### src/hw/rtl/sfr_pkg.sv
// Package: shared types and constants for the serial frame receiver.
package sfr_pkg;

    localparam int SLOTS     = 8;
    localparam int SLOT_W    = (SLOTS > 1) ? $clog2(SLOTS) : 1;
    localparam int CFG_IDX_W = 1;
    localparam int CFG_W     = 8;

    localparam logic [7:0] HDR_A     = 8'hAA;
    localparam logic [7:0] HDR_B     = 8'hBB;
    localparam logic [7:0] HDR_2     = 8'h83;
    localparam logic [7:0] MIN_LEN   = 8'd2;
    localparam logic [7:0] LEN_LIM_RST  = 8'd32;
    localparam logic [7:0] IDLE_LIM_RST = 8'd20;

    localparam logic [CFG_IDX_W-1:0] REG_LENGTH_LIMIT = 1'b0;
    localparam logic [CFG_IDX_W-1:0] REG_IDLE_LIMIT   = 1'b1;

    typedef enum logic [2:0] {
        PH_HDR1 = 3'd0,
        PH_HDR2 = 3'd1,
        PH_LEN  = 3'd2,
        PH_DATA = 3'd3,
        PH_SUM  = 3'd4
    } phase_t;

    typedef struct packed {
        logic       req_type;
        logic [7:0] rx_byte;
    } in_req_t;

    typedef struct packed {
        logic       data_valid;
        logic [7:0] data_byte;
        logic [7:0] data_index;
        logic [2:0] slot_index;
        logic       frame_done;
        logic       frame_good;
        logic       idle_reset;
    } out_res_t;

    typedef struct packed {
        logic [7:0] length_limit;
        logic [7:0] idle_limit;
    } cfg_t;

endpackage

### src/hw/rtl/serial_frame_receiver.sv
// Top level: request register, frame parser, result register, config registers.
//
//  port group   dir  handshake            payload
//  in_*         in   in_valid / in_ready  in_req  (req_type, rx_byte)
//  out_*        out  out_valid / out_ready out_res (data/frame/idle flags)
//  cfg_*        in   cfg_we               cfg_addr, cfg_wdata
//
// One request per cycle while out_ready is high; out_valid follows the result register.
// The request register feeds the parser, whose result is loaded into the result register.
// A stalled result holds the pipe; the request register still fills behind it.
// Reset returns the parser to header search and restores the limit registers.
module serial_frame_receiver
    import sfr_pkg::*;
(
    input  logic                 clk,
    input  logic                 rst_n,
    input  logic                 in_valid,
    output logic                 in_ready,
    input  in_req_t              in_req,
    output logic                 out_valid,
    input  logic                 out_ready,
    output out_res_t             out_res,
    input  logic                 cfg_we,
    input  logic [CFG_IDX_W-1:0] cfg_addr,
    input  logic [CFG_W-1:0]     cfg_wdata
);

    logic     req_valid_reg;
    in_req_t  req_reg;
    logic     res_valid_reg;
    out_res_t res_reg;
    out_res_t res_next;
    cfg_t     cfg_reg;
    logic     advance;

    assign advance   = req_valid_reg && (!res_valid_reg || out_ready);
    assign in_ready  = !req_valid_reg || advance;
    assign out_valid = res_valid_reg;
    assign out_res   = res_reg;

    sfr_parser u_parser (
        .clk   (clk),
        .rst_n (rst_n),
        .step  (advance),
        .req   (req_reg),
        .cfg   (cfg_reg),
        .res   (res_next)
    );

    always_ff @(posedge clk or negedge rst_n)
    begin
        if (!rst_n)
        begin
            req_valid_reg <= 1'b0;
            res_valid_reg <= 1'b0;
            cfg_reg.length_limit <= LEN_LIM_RST;
            cfg_reg.idle_limit   <= IDLE_LIM_RST;
        end
        else
        begin
            if (in_ready)
                req_valid_reg <= in_valid;
            if (advance)
                res_valid_reg <= 1'b1;
            else if (out_ready)
                res_valid_reg <= 1'b0;
            if (cfg_we)
            begin
                case (cfg_addr)
                    REG_LENGTH_LIMIT: cfg_reg.length_limit <= cfg_wdata;
                    REG_IDLE_LIMIT:   cfg_reg.idle_limit   <= cfg_wdata;
                    default:          cfg_reg <= cfg_reg;
                endcase
            end
        end
    end

    always_ff @(posedge clk)
    begin
        if (in_valid && in_ready)
            req_reg <= in_req;
        if (advance)
            res_reg <= res_next;
    end

`ifndef NO_ASSERTIONS
    a_good_needs_done: assert property (@(posedge clk) disable iff (!rst_n)
        out_valid |-> (!out_res.frame_good || out_res.frame_done))
        else $error("frame_good without frame_done");

    a_data_not_done: assert property (@(posedge clk) disable iff (!rst_n)
        out_valid |-> !(out_res.data_valid && out_res.frame_done))
        else $error("payload byte and check byte in one result");

    a_timeout_no_data: assert property (@(posedge clk) disable iff (!rst_n)
        out_valid && out_res.idle_reset |-> !out_res.data_valid && !out_res.frame_done)
        else $error("timeout result carries frame content");

    a_empty_ready: assert property (@(posedge clk) disable iff (!rst_n)
        !req_valid_reg |-> in_ready)
        else $error("empty request register not ready");

    a_advance_fills: assert property (@(posedge clk) disable iff (!rst_n)
        advance |=> res_valid_reg)
        else $error("result register not loaded after advance");
`endif

endmodule

### src/hw/rtl/sfr_parser.sv
// Frame parser: parse state registers and the per-request next-state logic.
module sfr_parser
    import sfr_pkg::*;
(
    input  logic     clk,
    input  logic     rst_n,
    input  logic     step,
    input  in_req_t  req,
    input  cfg_t     cfg,
    output out_res_t res
);

    phase_t            phase_reg, phase_next;
    logic [7:0]        idle_reg, idle_next;
    logic [7:0]        len_reg, len_next;
    logic [7:0]        cnt_reg, cnt_next;
    logic [7:0]        chk_reg, chk_next;
    logic [SLOT_W-1:0] slot_reg, slot_next;
    logic [SLOT_W+2:0] slot_ext;
    logic [8:0]        cnt_inc;
    logic              timeout;
    phase_t            phase_cur;

    assign timeout  = (idle_reg > cfg.idle_limit);
    assign cnt_inc  = {1'b0, cnt_reg} + 9'd1;
    assign slot_ext = {3'b000, slot_reg};

    always_comb
    begin
        phase_cur  = timeout ? PH_HDR1 : phase_reg;
        phase_next = phase_cur;
        idle_next  = timeout ? 8'd0 : idle_reg + 8'd1;
        len_next   = len_reg;
        cnt_next   = cnt_reg;
        chk_next   = chk_reg;
        slot_next  = slot_reg;

        res            = '0;
        res.slot_index = slot_ext[2:0];
        res.idle_reset = timeout;

        if (req.req_type)
        begin
            idle_next = 8'd0;
            case (phase_cur)
                PH_HDR1:
                begin
                    if (req.rx_byte == HDR_A || req.rx_byte == HDR_B)
                        phase_next = PH_HDR2;
                end
                PH_HDR2:
                begin
                    phase_next = (req.rx_byte == HDR_2) ? PH_LEN : PH_HDR1;
                end
                PH_LEN:
                begin
                    len_next = req.rx_byte;
                    if (req.rx_byte >= cfg.length_limit || req.rx_byte < MIN_LEN)
                    begin
                        phase_next = PH_HDR1;
                    end
                    else
                    begin
                        chk_next   = req.rx_byte;
                        cnt_next   = 8'd0;
                        phase_next = PH_DATA;
                    end
                end
                PH_DATA:
                begin
                    res.data_valid = 1'b1;
                    res.data_byte  = req.rx_byte;
                    res.data_index = cnt_reg;
                    chk_next       = chk_reg ^ req.rx_byte;
                    cnt_next       = cnt_inc[7:0];
                    // length counts the check byte, so the payload ends one early
                    if ((cnt_inc + 9'd1) >= {1'b0, len_reg})
                        phase_next = PH_SUM;
                end
                PH_SUM:
                begin
                    res.frame_done = 1'b1;
                    if (chk_reg == req.rx_byte)
                    begin
                        res.frame_good = 1'b1;
                        slot_next = (slot_reg == SLOT_W'(SLOTS - 1)) ? '0
                                                                      : slot_reg + 1'b1;
                    end
                    phase_next = PH_HDR1;
                end
                default:
                begin
                    phase_next = PH_HDR1;
                end
            endcase
        end
    end

    always_ff @(posedge clk or negedge rst_n)
    begin
        if (!rst_n)
        begin
            phase_reg <= PH_HDR1;
            idle_reg  <= '0;
            len_reg   <= '0;
            cnt_reg   <= '0;
            chk_reg   <= '0;
            slot_reg  <= '0;
        end
        else if (step)
        begin
            phase_reg <= phase_next;
            idle_reg  <= idle_next;
            len_reg   <= len_next;
            cnt_reg   <= cnt_next;
            chk_reg   <= chk_next;
            slot_reg  <= slot_next;
        end
    end

endmodule
### config.mk
export PLATFORM = sky130hd
export DESIGN_NAME = serial_frame_receiver
export DESIGN_NICKNAME = d
export VERILOG_FILES = /design/src/hw/rtl/sfr_pkg.sv /design/src/hw/rtl/serial_frame_receiver.sv /design/src/hw/rtl/sfr_parser.sv
export SDC_FILE = /design/constraint.sdc
export NUM_CORES = 1
export LEC_CHECK = 0
export ABC_CLOCK_PERIOD_IN_PS = 2900
export BUFFER_PORTS_ARGS = -buffer_cell sky130_fd_sc_hd__clkbuf_2
export CELL_PAD_IN_SITES_DETAIL_PLACEMENT = 1
export CELL_PAD_IN_SITES_GLOBAL_PLACEMENT = 1
export CORE_MARGIN = 4
export CORE_UTILIZATION = 42
export CTS_CLUSTER_SIZE = 8
export DETAILED_ROUTE_END_ITERATION = 6
export PLACE_DENSITY_LB_ADDON = 0.08
export SYNTH_ARGS = -nofsm -noshare
export SYNTH_HDL_FRONTEND = slang
export SYNTH_SLANG_ARGS = --single-unit
### constraint.sdc
create_clock -name clk -period 2.9 [get_ports clk]
set_input_delay 0.58 -clock clk [delete_from_list [all_inputs] [get_ports clk]]
set_output_delay 0.58 -clock clk [all_outputs]
set_load 0.02 [all_outputs]
==> reports/metrics.yaml, run 1 <==
run_status:
  outcome: "finished with violations"
  violations: "setup timing"
clocking:
  path_clk_slew_ps: 70
  cts_tree: "done"
  cts_hold_buf: 0
  cts_made_buffers: 9
  cts_max_level: 3
  cts_sinks: 88
  cts.path.max_buffers: 2
  cts_root_buf: "clkbuf_16"
  clk_latency_ps: 340
cells_and_area:
  nets: 546
  largest_reg_flops: 23
  final_cell_count_no_fill: 639
  antenna_cells: 0
  final_cell_mix: "dfrtp_1, clkbuf_2, nand2_1, edfxtp_1, o21ai_0"
  drive_gt1_share_pct: 26.5
  multi_input_comb_area_um2: 2220
  regArea_um2: 2370
  final_common_cell: "dfrtp_1"
  n_fill_cell: 1189
  area_delta_synth_final_pct: 17.9
setup_path:
  arrival_ps: 3140
  path_cells: "ha_4 > or3b_4 > o32ai_4 > o221ai_2 > xor2_1 > ha_1 > a211oi_2 > o21ai_1 > o221ai_1 > o311ai_2 > o32a_1 > o311ai_2"
  worst_path_most_repeated_cell: "o311ai_2"
  r2r-start: "u_parser.cnt_reg[0]"
  cp_slowest_cell: "dfrtp_2"
  path_max_fanout: 7
  cp-end-kind: "register"
  crit_path_max_incr_delay_ps: 450
  regToRegSetupSlack_ps: -9
  setup.worst_path.start_class: "register"
  r2r_end: "u_parser.phase_reg[1]"
  crit_type: "reg -> reg"
  reg2reg_depth: 12
  cp.required_ps: 3130
pwr:
  power_density_nw_per_um2: 536
  p_int_mw: 2.26
  combPwrFrac_pct: 10.8
  p_sw_share_pct: 25.2
  p_sw_mw: 0.759
  power_leakage_nw: 2.52
  pwr-share-clk_pct: 42.3
  seqPwrFrac_pct: 46.9
  finalPower_mw: 3.02
  vdd_drop_max_mv: 0.366
die:
  die_height_um: 115
  boundaryPins: 48
  die_x_um: 115
  start_util_pct: 43.4
  rows: 38
  core_um2: 11000
  dieArea_um2: 13100
detailed_routing:
  wirelength_mm: 11.2
  drtAntennaViolNets: 0
  drc: 0
  drtIter0Drc: 136
  drt_first_pass_iters: 4
  viasPerCell: 5.51
  vias: 3520
  wire_per_inst_um: 17.6
timing:
  hold_viol_final: 0
  finalClockSkew_ps: 9.84
  period_needed_ps: 2910
  period_share_pct: 100
  setup_violations: 1
  max_slew_margin_pct: 45.7
  grt_setup_unrepaired: "yes"
  max_freq_ghz: 0.344
  worst_slack_ps: -9.02
  whs_ps: 240
  finalMaxSlewViolations: 0
  worst_slew_pin_slew_ps: 808
  tns_ps: -9.02
flow_run:
  maxCapViolCount: 0
synthesis:
  yosys_warnings: 0
  synth_seq_cells: 88
  synth_cell_type_count: 58
  synth_edf_count: 32
  syn_area_per_cell_um2: 10.8
  synth-main-ff-cell: "dfrtp_1"
  synth_seq_area_share_pct: 49.6
  synth_area_um2: 4770
  async_flop_share_pct: 63.6
  synth_fp_nets: 493
  synthCells: 441
place:
  dp.cells: 617
  detailedPlace.worstSlack_ps: -19.2
  dpl.hpwl_mm: 7.97
  port_buffers: 47
  place_congestion: 0.826
global_route:
  grt_pass1_wl_mm: 18.7
  grt_max_degree: 57
  grt_pass1_vias: 3636
  antenna_found_initial: 0
  grt_use_total_pct: 18.1
  overflow: 0
min_path:
  hold_path_class: "in -> async"
==> cell usage after synthesis (13+ instances only) <==
cell type   n  area share (%)
o21ai_0    32             3.4
xor2_1     14             2.6
dfrtp_1    53              28
clkbuf_1   18             1.4
nand2_1    34             2.7
ha_1       29             7.6
nor2_1     15             1.2
a21oi_1    13             1.4
mux2_2     21             5.0
and3_1     21             2.8
edfxtp_1   32              20
inv_1      27             2.1
nand3_1    13             1.4
==> critical path: cells and delay by family, from the launching register on <==
family | cells | cell delay, ps
flops | 1 | 450
fa+ha+maj | 2 | 560
compound gates | 8 | 1240
xor+xnor | 1 | 170
simple gates | 1 | 380
==> cell type report <==
type	count	share of cell area (%)
clock buffer	9	4.01
tap	140	3.12
clock inverter	7	1.82
timing repair buffer	71	7.61
sequential	88	42.1
inverter	27	1.80
multi-input combinational	297	39.5
==> per-stage QoR <==
| stage | util (%) | instance area, µm² |
|---|---|---|
| 4_1_cts | 50.5 | 5550 |
| 2_1_floorplan | - | 4790 |
| 3_3_place_gp | 47.4 | 5200 |
| 5_1_grt | 51.2 | 5620 |
| 3_5_place_dp | 47.4 | 5200 |
| 6_report | 51.2 | 5620 |
==> worst max-delay path by stage <==
stage,startpoint,slack (ps),to,depth (start not counted)
2_1_floorplan,u_parser.cnt_reg[0],20,u_parser.phase_reg[1],14
3_3_place_gp,u_parser.cnt_reg[1],40,u_parser.phase_reg[1],12
3_5_place_dp,u_parser.cnt_reg[1],-20,u_parser.phase_reg[1],12
4_1_cts,u_parser.cnt_reg[0],20,u_parser.phase_reg[1],12
5_1_grt,u_parser.cnt_reg[0],-170,u_parser.phase_reg[1],12
6_report,u_parser.cnt_reg[0],-9,u_parser.phase_reg[1],12
==> layer usage <==
layer  vias to the layer above  global-route usage (%)  share of wire [%]
li1                       1698                       -                  -
met1                      1756                    23.8                 48
met4                         0                    5.38                1.1
met3                        11                    3.28                2.9
met2                        55                    30.5                 48
met5                         -                       0                  0
==> kinds of logic after synthesis <==
kind of cell	synth area share (%)
buf+inv	5.09
simple gates	16.4
flops	49.6
mux	6.85
xor+xnor	4.22
fa+ha+maj	7.61
compound gates	10.2
==> what timing repair did <==
item                       CTS  global route
hold endpoints to repair     0             0
resized for setup            2             5
pin swaps                    2             7
setup buffers                0             6
setup endpoints to repair    3             8
==> power by group through the flow <==
stage                     logic, mW  clock network [mW]  registers [mW]
after floorplan               0.185                   0            1.44
after global placement        0.320                   0            1.44
after detailed placement      0.331                   0            1.44
after CTS                     0.334                1.31            1.41
after global routing          0.371                1.38            1.42
final                         0.326                1.28            1.41
Note: power is estimated with default switching activity, not from simulation.
==> run 2, diff against run 1 <==
--- a/config.mk
+++ b/config.mk
@@ -5,14 +5,15 @@
 export SDC_FILE = /design/constraint.sdc
 export NUM_CORES = 1
 export LEC_CHECK = 0
-export ABC_CLOCK_PERIOD_IN_PS = 2900
+export ABC_CLOCK_PERIOD_IN_PS = 3200
 export BUFFER_PORTS_ARGS = -buffer_cell sky130_fd_sc_hd__clkbuf_2
 export CELL_PAD_IN_SITES_DETAIL_PLACEMENT = 1
 export CELL_PAD_IN_SITES_GLOBAL_PLACEMENT = 1
 export CORE_MARGIN = 4
-export CORE_UTILIZATION = 42
+export CORE_UTILIZATION = 47
 export CTS_CLUSTER_SIZE = 8
 export DETAILED_ROUTE_END_ITERATION = 6
+export GPL_TIMING_DRIVEN = 0
 export PLACE_DENSITY_LB_ADDON = 0.08
 export SYNTH_ARGS = -nofsm -noshare
 export SYNTH_HDL_FRONTEND = slang
==> constraint.sdc (replaced) <==
create_clock -name clk -period 3.2 [get_ports clk]
set_input_delay 0.64 -clock clk [delete_from_list [all_inputs] [get_ports clk]]
set_output_delay 0.64 -clock clk [all_outputs]
set_load 0.02 [all_outputs]
==> reports/metrics.yaml, run 2 (same netlist as run 1, synthesis figures left out) <==
pwr:
  power_leakage_nw: 2.40  # -4.8%
  seqPwrFrac_pct: 56.0  # +9.1 points
  pwr-share-clk_pct: 30.5  # -12 points
  p_int_mw: 1.65  # -27%
  p_sw_mw: 0.619  # -18%
  combPwrFrac_pct: 13.5  # +2.7 points
  p_sw_share_pct: 27.3  # +2.1 points
  vdd_drop_max_mv: 0.285  # -22%
  power_density_nw_per_um2: 418  # -22%
min_path:
  hold_path_class: "in -> async"
die:
  boundaryPins: 48  # unchanged
  die_height_um: 109  # -5.1%
  dieArea_um2: 11800  # -9.9%
  rows: 36  # -5.3%
  start_util_pct: 48.6  # +5.1 points
  die_x_um: 109  # -5.1%
  core_um2: 9820  # -11%
clocking:
  cts_tree: "done"
  cts_root_buf: "clkbuf_8"
  cts_sinks: 88  # unchanged
  path_clk_slew_ps: 90  # +20 ps
  cts_made_buffers: 9  # unchanged
  cts_hold_buf: 0  # unchanged
  cts_max_level: 3  # unchanged
  cts.path.max_buffers: 2  # unchanged
  clk_latency_ps: 360  # +20 ps
detailed_routing:
  drc: 0  # unchanged
  viasPerCell: 5.65  # +2.5%
  vias: 3608  # +2.5%
  drt_first_pass_iters: 4  # unchanged
  wirelength_mm: 11.7  # +3.6%
  drtAntennaViolNets: 0  # unchanged
  drtIter0Drc: 100  # -26%
  wire_per_inst_um: 18.2  # +3.6%
place:
  port_buffers: 47  # unchanged
  dpl_cell_area_um2: 5170  # -0.60%
  place_congestion: 0.798  # -3.4%
  dpl.hpwl_mm: 8.58  # +7.7%
global_route:
  grt_use_total_pct: 21.7  # +3.6 points
  grt_pass1_vias: 3810  # +4.8%
  grt_max_degree: 57  # unchanged
  grt_pass1_wl_mm: 19.7  # +5.5%
  antenna_found_initial: 0  # unchanged
  overflow: 0  # unchanged
cells_and_area:
  antenna_cells: 0  # unchanged
  final_cell_mix: "dfrtp_1, clkbuf_2, nand2_1, edfxtp_1, o21ai_0"
  nets: 553  # +1.3%
  final_common_cell: "dfrtp_1"
  final_cell_area_um2: 5430  # -3.4%
  largest_reg_flops: 23  # unchanged
  area_delta_synth_final_pct: 13.9
  n_fill_cell: 1104  # -7.1%
  drive_gt1_share_pct: 23.3  # -3.1 points
setup_path:
  setup.worst_path.start_class: "register"
  path_max_fanout: 10  # +3
  crit_type: "reg -> reg"
  cp.required_ps: 3460  # +330 ps
  arrival_ps: 3250  # +110 ps
  cp-end-kind: "register"
timing:
  worst_slew_pin_slew_ps: 1070  # +264 ps
  max_slew_margin_pct: 28.0  # -18 points
  setup_violations: 0  # -1
  max_freq_ghz: 0.335  # -2.6%
  hold_viol_final: 0  # unchanged
  whs_ps: 396  # +156 ps
  finalMaxSlewViolations: 0  # unchanged
  period_share_pct: 93.3  # -7.0 points
  period_needed_ps: 2990  # +78.0 ps
  grt_setup_unrepaired: "no"
  finalClockSkew_ps: 7.39  # -2.45 ps
flow_run:
  maxCapViolCount: 0  # unchanged
run_status:
  outcome: "finished, final reports clean"
## run 2: final cells by class
class	count	area [µm²]	area share, %
multi-input combinational	297	2230	41.0
sequential	88	2370	43.6
clock buffer	14	153	2.81
clock inverter	2	13.8	0.253
timing repair buffer	50	260	4.79
buffer	28	143	2.63
inverter	27	101	1.87
tap	133	166	3.06
## run 2: layer usage
layer | wire length, µm | GRT usage (%) | vias to the layer above
met5 | 0 | 0 | -
met4 | 141 | 5.68 | 0
met3 | 333 | 3.37 | 14
met2 | 5640 | 36.5 | 61
met1 | 5540 | 29.3 | 1821
li1 | - | - | 1712
## run 2: final timing paths
path	from	to	cells past startpoint	slack, ps
setup / recovery	u_parser.cnt_reg[2]	u_parser.phase_reg[1]	12	210
hold / removal	rst_n	u_parser.cnt_reg[2]	1	400
setup reg to reg	u_parser.cnt_reg[2]	u_parser.phase_reg[1]	12	210
hold reg to reg	u_parser.slot_reg[1]	out_res[4]	0	500
max in group asynchronous	rst_n	u_parser.cnt_reg[1]	1	2210
min in group clk	in_req[3]	req_reg[3]	1	450
## run 2: stage by stage
step / util, % / total power, mW / setup TNS (ps) / setup slack (ps) / instances
2_1_floorplan: - / 1.48 / 0 / 162 / 441
3_3_place_gp: 52.7 / 1.58 / -478 / -179 / 621
3_5_place_dp: 52.7 / 1.60 / -1110 / -400 / 621
4_1_cts: 54.9 / 2.30 / 0 / 2.75 / 639
5_1_grt: 55.3 / 2.40 / 0 / 8.17 / 639
6_report: 55.3 / 2.27 / 0 / 213 / 639
## run 2: critical path: stages (launching register included)
cell and delay (ps):
dfrtp_1 370, clkbuf_1 390, nand4_1 290, o32ai_4 170, o221ai_2 170, xor2_1 190
ha_1 340, a211oi_2 230, o21ai_1 100, o221ai_2 210, o311ai_2 160, o32a_1 210
o311ai_1 70
## run 2: power groups by stage
stage / Combinational, mW / Sequential (mW) / Clock [mW]
floorplan: 0.168 / 1.31 / 0
global placement: 0.291 / 1.29 / 0
detailed placement: 0.308 / 1.29 / 0
CTS: 0.311 / 1.27 / 0.717
global route: 0.348 / 1.28 / 0.772
finish: 0.306 / 1.27 / 0.692
## run 2: what timing repair did
item	CTS	global route
setup endpoints to repair	3	3
resized for setup	8	9
buffers inserted	3	0
pin swaps	5	5
==> run 3, diff against run 2 <==
--- a/config.mk
+++ b/config.mk
@@ -9,12 +9,13 @@
 export BUFFER_PORTS_ARGS = -buffer_cell sky130_fd_sc_hd__clkbuf_2
 export CELL_PAD_IN_SITES_DETAIL_PLACEMENT = 1
 export CELL_PAD_IN_SITES_GLOBAL_PLACEMENT = 1
-export CORE_MARGIN = 4
-export CORE_UTILIZATION = 47
+export CORE_MARGIN = 5
+export CORE_UTILIZATION = 40
 export CTS_CLUSTER_SIZE = 8
 export DETAILED_ROUTE_END_ITERATION = 6
 export GPL_TIMING_DRIVEN = 0
 export PLACE_DENSITY_LB_ADDON = 0.08
+export SLEW_MARGIN = 20
 export SYNTH_ARGS = -nofsm -noshare
 export SYNTH_HDL_FRONTEND = slang
 export SYNTH_SLANG_ARGS = --single-unit
==> reports/metrics.yaml, run 3 (same netlist as run 1, synthesis figures left out) <==
run_status:
  outcome: "finished, final reports clean"
clocking:
  cts_tree: "done"
  cts_sinks: 88  # unchanged
  clk_latency_ps: 350  # about the same
  cts_root_buf: "clkbuf_16"
  cts_made_buffers: 9  # unchanged
  path_clk_slew_ps: 60  # -30 ps
  cts_max_level: 3  # unchanged
  cts.path.max_buffers: 2  # unchanged
setup_path:
  path_max_fanout: 10  # unchanged
  setup.worst_path.start_class: "register"
  crit_type: "reg -> reg"
  cp-end-kind: "register"
  cp.required_ps: 3450  # about the same
  arrival_ps: 3250  # about the same
pwr:
  power_density_nw_per_um2: 467  # +12%
  pwr-share-clk_pct: 39.4  # +8.9 points
  p_int_mw: 1.94  # +18%
  p_sw_share_pct: 25.6  # -1.7 points
  combPwrFrac_pct: 12.0  # -1.5 points
  power_leakage_nw: 2.47  # +3.2%
  vdd_drop_max_mv: 0.288  # +1.1%
  p_sw_mw: 0.668  # +7.9%
  seqPwrFrac_pct: 48.6  # -7.4 points
min_path:
  hold_path_class: "in -> async"
cells_and_area:
  final_cell_mix: "dfrtp_1, clkbuf_2, nand2_1, edfxtp_1, o21ai_0"
  final_common_cell: "dfrtp_1"
  nets: 555  # +0.36%
  largest_reg_flops: 23  # unchanged
  finish.utilization_pct: 48.4  # -6.9 points
  antenna_cells: 0  # unchanged
  drive_gt1_share_pct: 24.0  # +0.70 points
  area_delta_synth_final_pct: 17.4
die:
  boundaryPins: 48  # unchanged
  die_height_um: 119  # +9.6%
  start_util_pct: 41.2  # -7.3 points
  dieArea_um2: 14200  # +20%
  core_um2: 11600  # +18%
  die_x_um: 119  # +9.6%
  rows: 39  # +8.3%
timing:
  worst_slew_pin_slew_ps: 1060  # -13.8 ps
  grt_setup_unrepaired: "no"
  finalMaxSlewViolations: 0  # unchanged
  tns_ps: 0  # unchanged
  setup_violations: 0  # unchanged
  max_freq_ghz: 0.333  # -0.41%
  period_share_pct: 93.7  # +0.39 points
  finalClockSkew_ps: 7.89  # +0.501 ps
  period_needed_ps: 3000  # +12.4 ps
  hold_viol_final: 0  # unchanged
  max_slew_margin_pct: 28.9  # +0.93 points
global_route:
  grt_use_total_pct: 17.7  # -4.0 points
  grt_use_met1_pct: 24.6  # -4.7 points
  use_met2_pct: 26.8  # -9.8 points
  grt_pass1_vias: 3796  # -0.37%
  grt.busiest_layer: "met2"
  grt_max_degree: 39  # -32%
  grt_pass1_wl_mm: 19.9  # +0.63%
  antenna_found_initial: 0  # unchanged
  grt_use_met3_pct: 4.08  # +0.70 points
  overflow: 0  # unchanged
detailed_routing:
  vias: 3488  # -3.3%
  drtAntennaViolNets: 0  # unchanged
  viasPerCell: 5.36  # -5.1%
  drc: 0  # unchanged
  drt_first_pass_iters: 4  # unchanged
  wire_per_inst_um: 17.7  # -3.1%
  wirelength_mm: 11.5  # -1.2%
  drtIter0Drc: 138  # +38%
place:
  port_buffers: 47  # unchanged
  place_congestion: 0.769  # -3.7%
  dpl.hpwl_mm: 8.69  # +1.2%
flow_run:
  maxCapViolCount: 0  # unchanged
run 3: cell count changes in the layout (fill, tap and decap cells not counted), sizes merged:
cell | before | now
buf | 13 | 15
clkbuf | 79 | 78
clkinv | 0 | 2
inv | 28 | 27
run 3: per-layer routing:
| layer | vias up | share of wire [%] |
|---|---|---|
| li1 | 1718 | - |
| met1 | 1700 | 49 |
| met2 | 55 | 46 |
| met3 | 15 | 3.5 |
| met4 | 0 | 2.1 |
| met5 | - | 0 |
run 3: through the flow:
stage	cells	hold WS, ps	cell area [µm²]	total power, mW	setup slack (ps)
final	651	203	5600	2.61	201
after global routing	651	214	5600	2.75	9.58
after CTS	651	198	5560	2.66	25.8
after detailed placement	633	470	5230	1.61	-307
after global placement	631	463	5180	1.59	-174
after floorplan	441	344	4770	1.48	162
run 3: final timing paths:
check | depth (start not counted) | startpoint | end | slack [ps]
setup / recovery | 14 | u_parser.cnt_reg[0] | u_parser.phase_reg[1] | 200
hold / removal | 1 | rst_n | u_parser.cnt_reg[2] | 200
setup reg to reg | 14 | u_parser.cnt_reg[0] | u_parser.phase_reg[1] | 200
hold reg to reg | 0 | u_parser.slot_reg[1] | out_res[4] | 480
max in group asynchronous | 2 | rst_n | cfg_reg[13] | 2420
min in group clk | 1 | in_req[2] | req_reg[2] | 460
run 3: worst max-delay path, cell delays in order (launching register included):
cell and delay, ps:
dfrtp_1 400, clkbuf_4 200, inv_1 140, ha_2 310, nor3_2 180, nand3_1 150, nor3_2 230, xnor2_1 160
ha_1 290, nand4_1 110, nor2_1 60, a211oi_2 230, o311ai_2 150, o32a_1 220, o311ai_1 80
run 3: final cells by class:
type / instances / area, µm²
Tap cell: 143 / 179
Fill cell: 1270 / 5960
Timing Repair Buffer: 52 / 308
Multi-Input combinational cell: 297 / 2210
Clock inverter: 3 / 16.3
Buffer: 28 / 143
Inverter: 27 / 101
Clock buffer: 13 / 272
Sequential cell: 88 / 2370
run 3: what timing repair did:
action	CTS	global route
hold buffers	0	0
gates resized for setup	5	12
setup buffers	3	0
setup endpoints to repair	3	3
pin swaps	3	2
endpoints found under the hold margin	0	0
run 3: power groups by stage:
stage / Sequential [mW] / Combinational, mW / Clock, mW
after floorplan: 1.31 / 0.168 / 0
after global placement: 1.29 / 0.294 / 0
after detailed placement: 1.29 / 0.319 / 0
after CTS: 1.27 / 0.322 / 1.06
after global routing: 1.28 / 0.360 / 1.12
final: 1.27 / 0.314 / 1.03
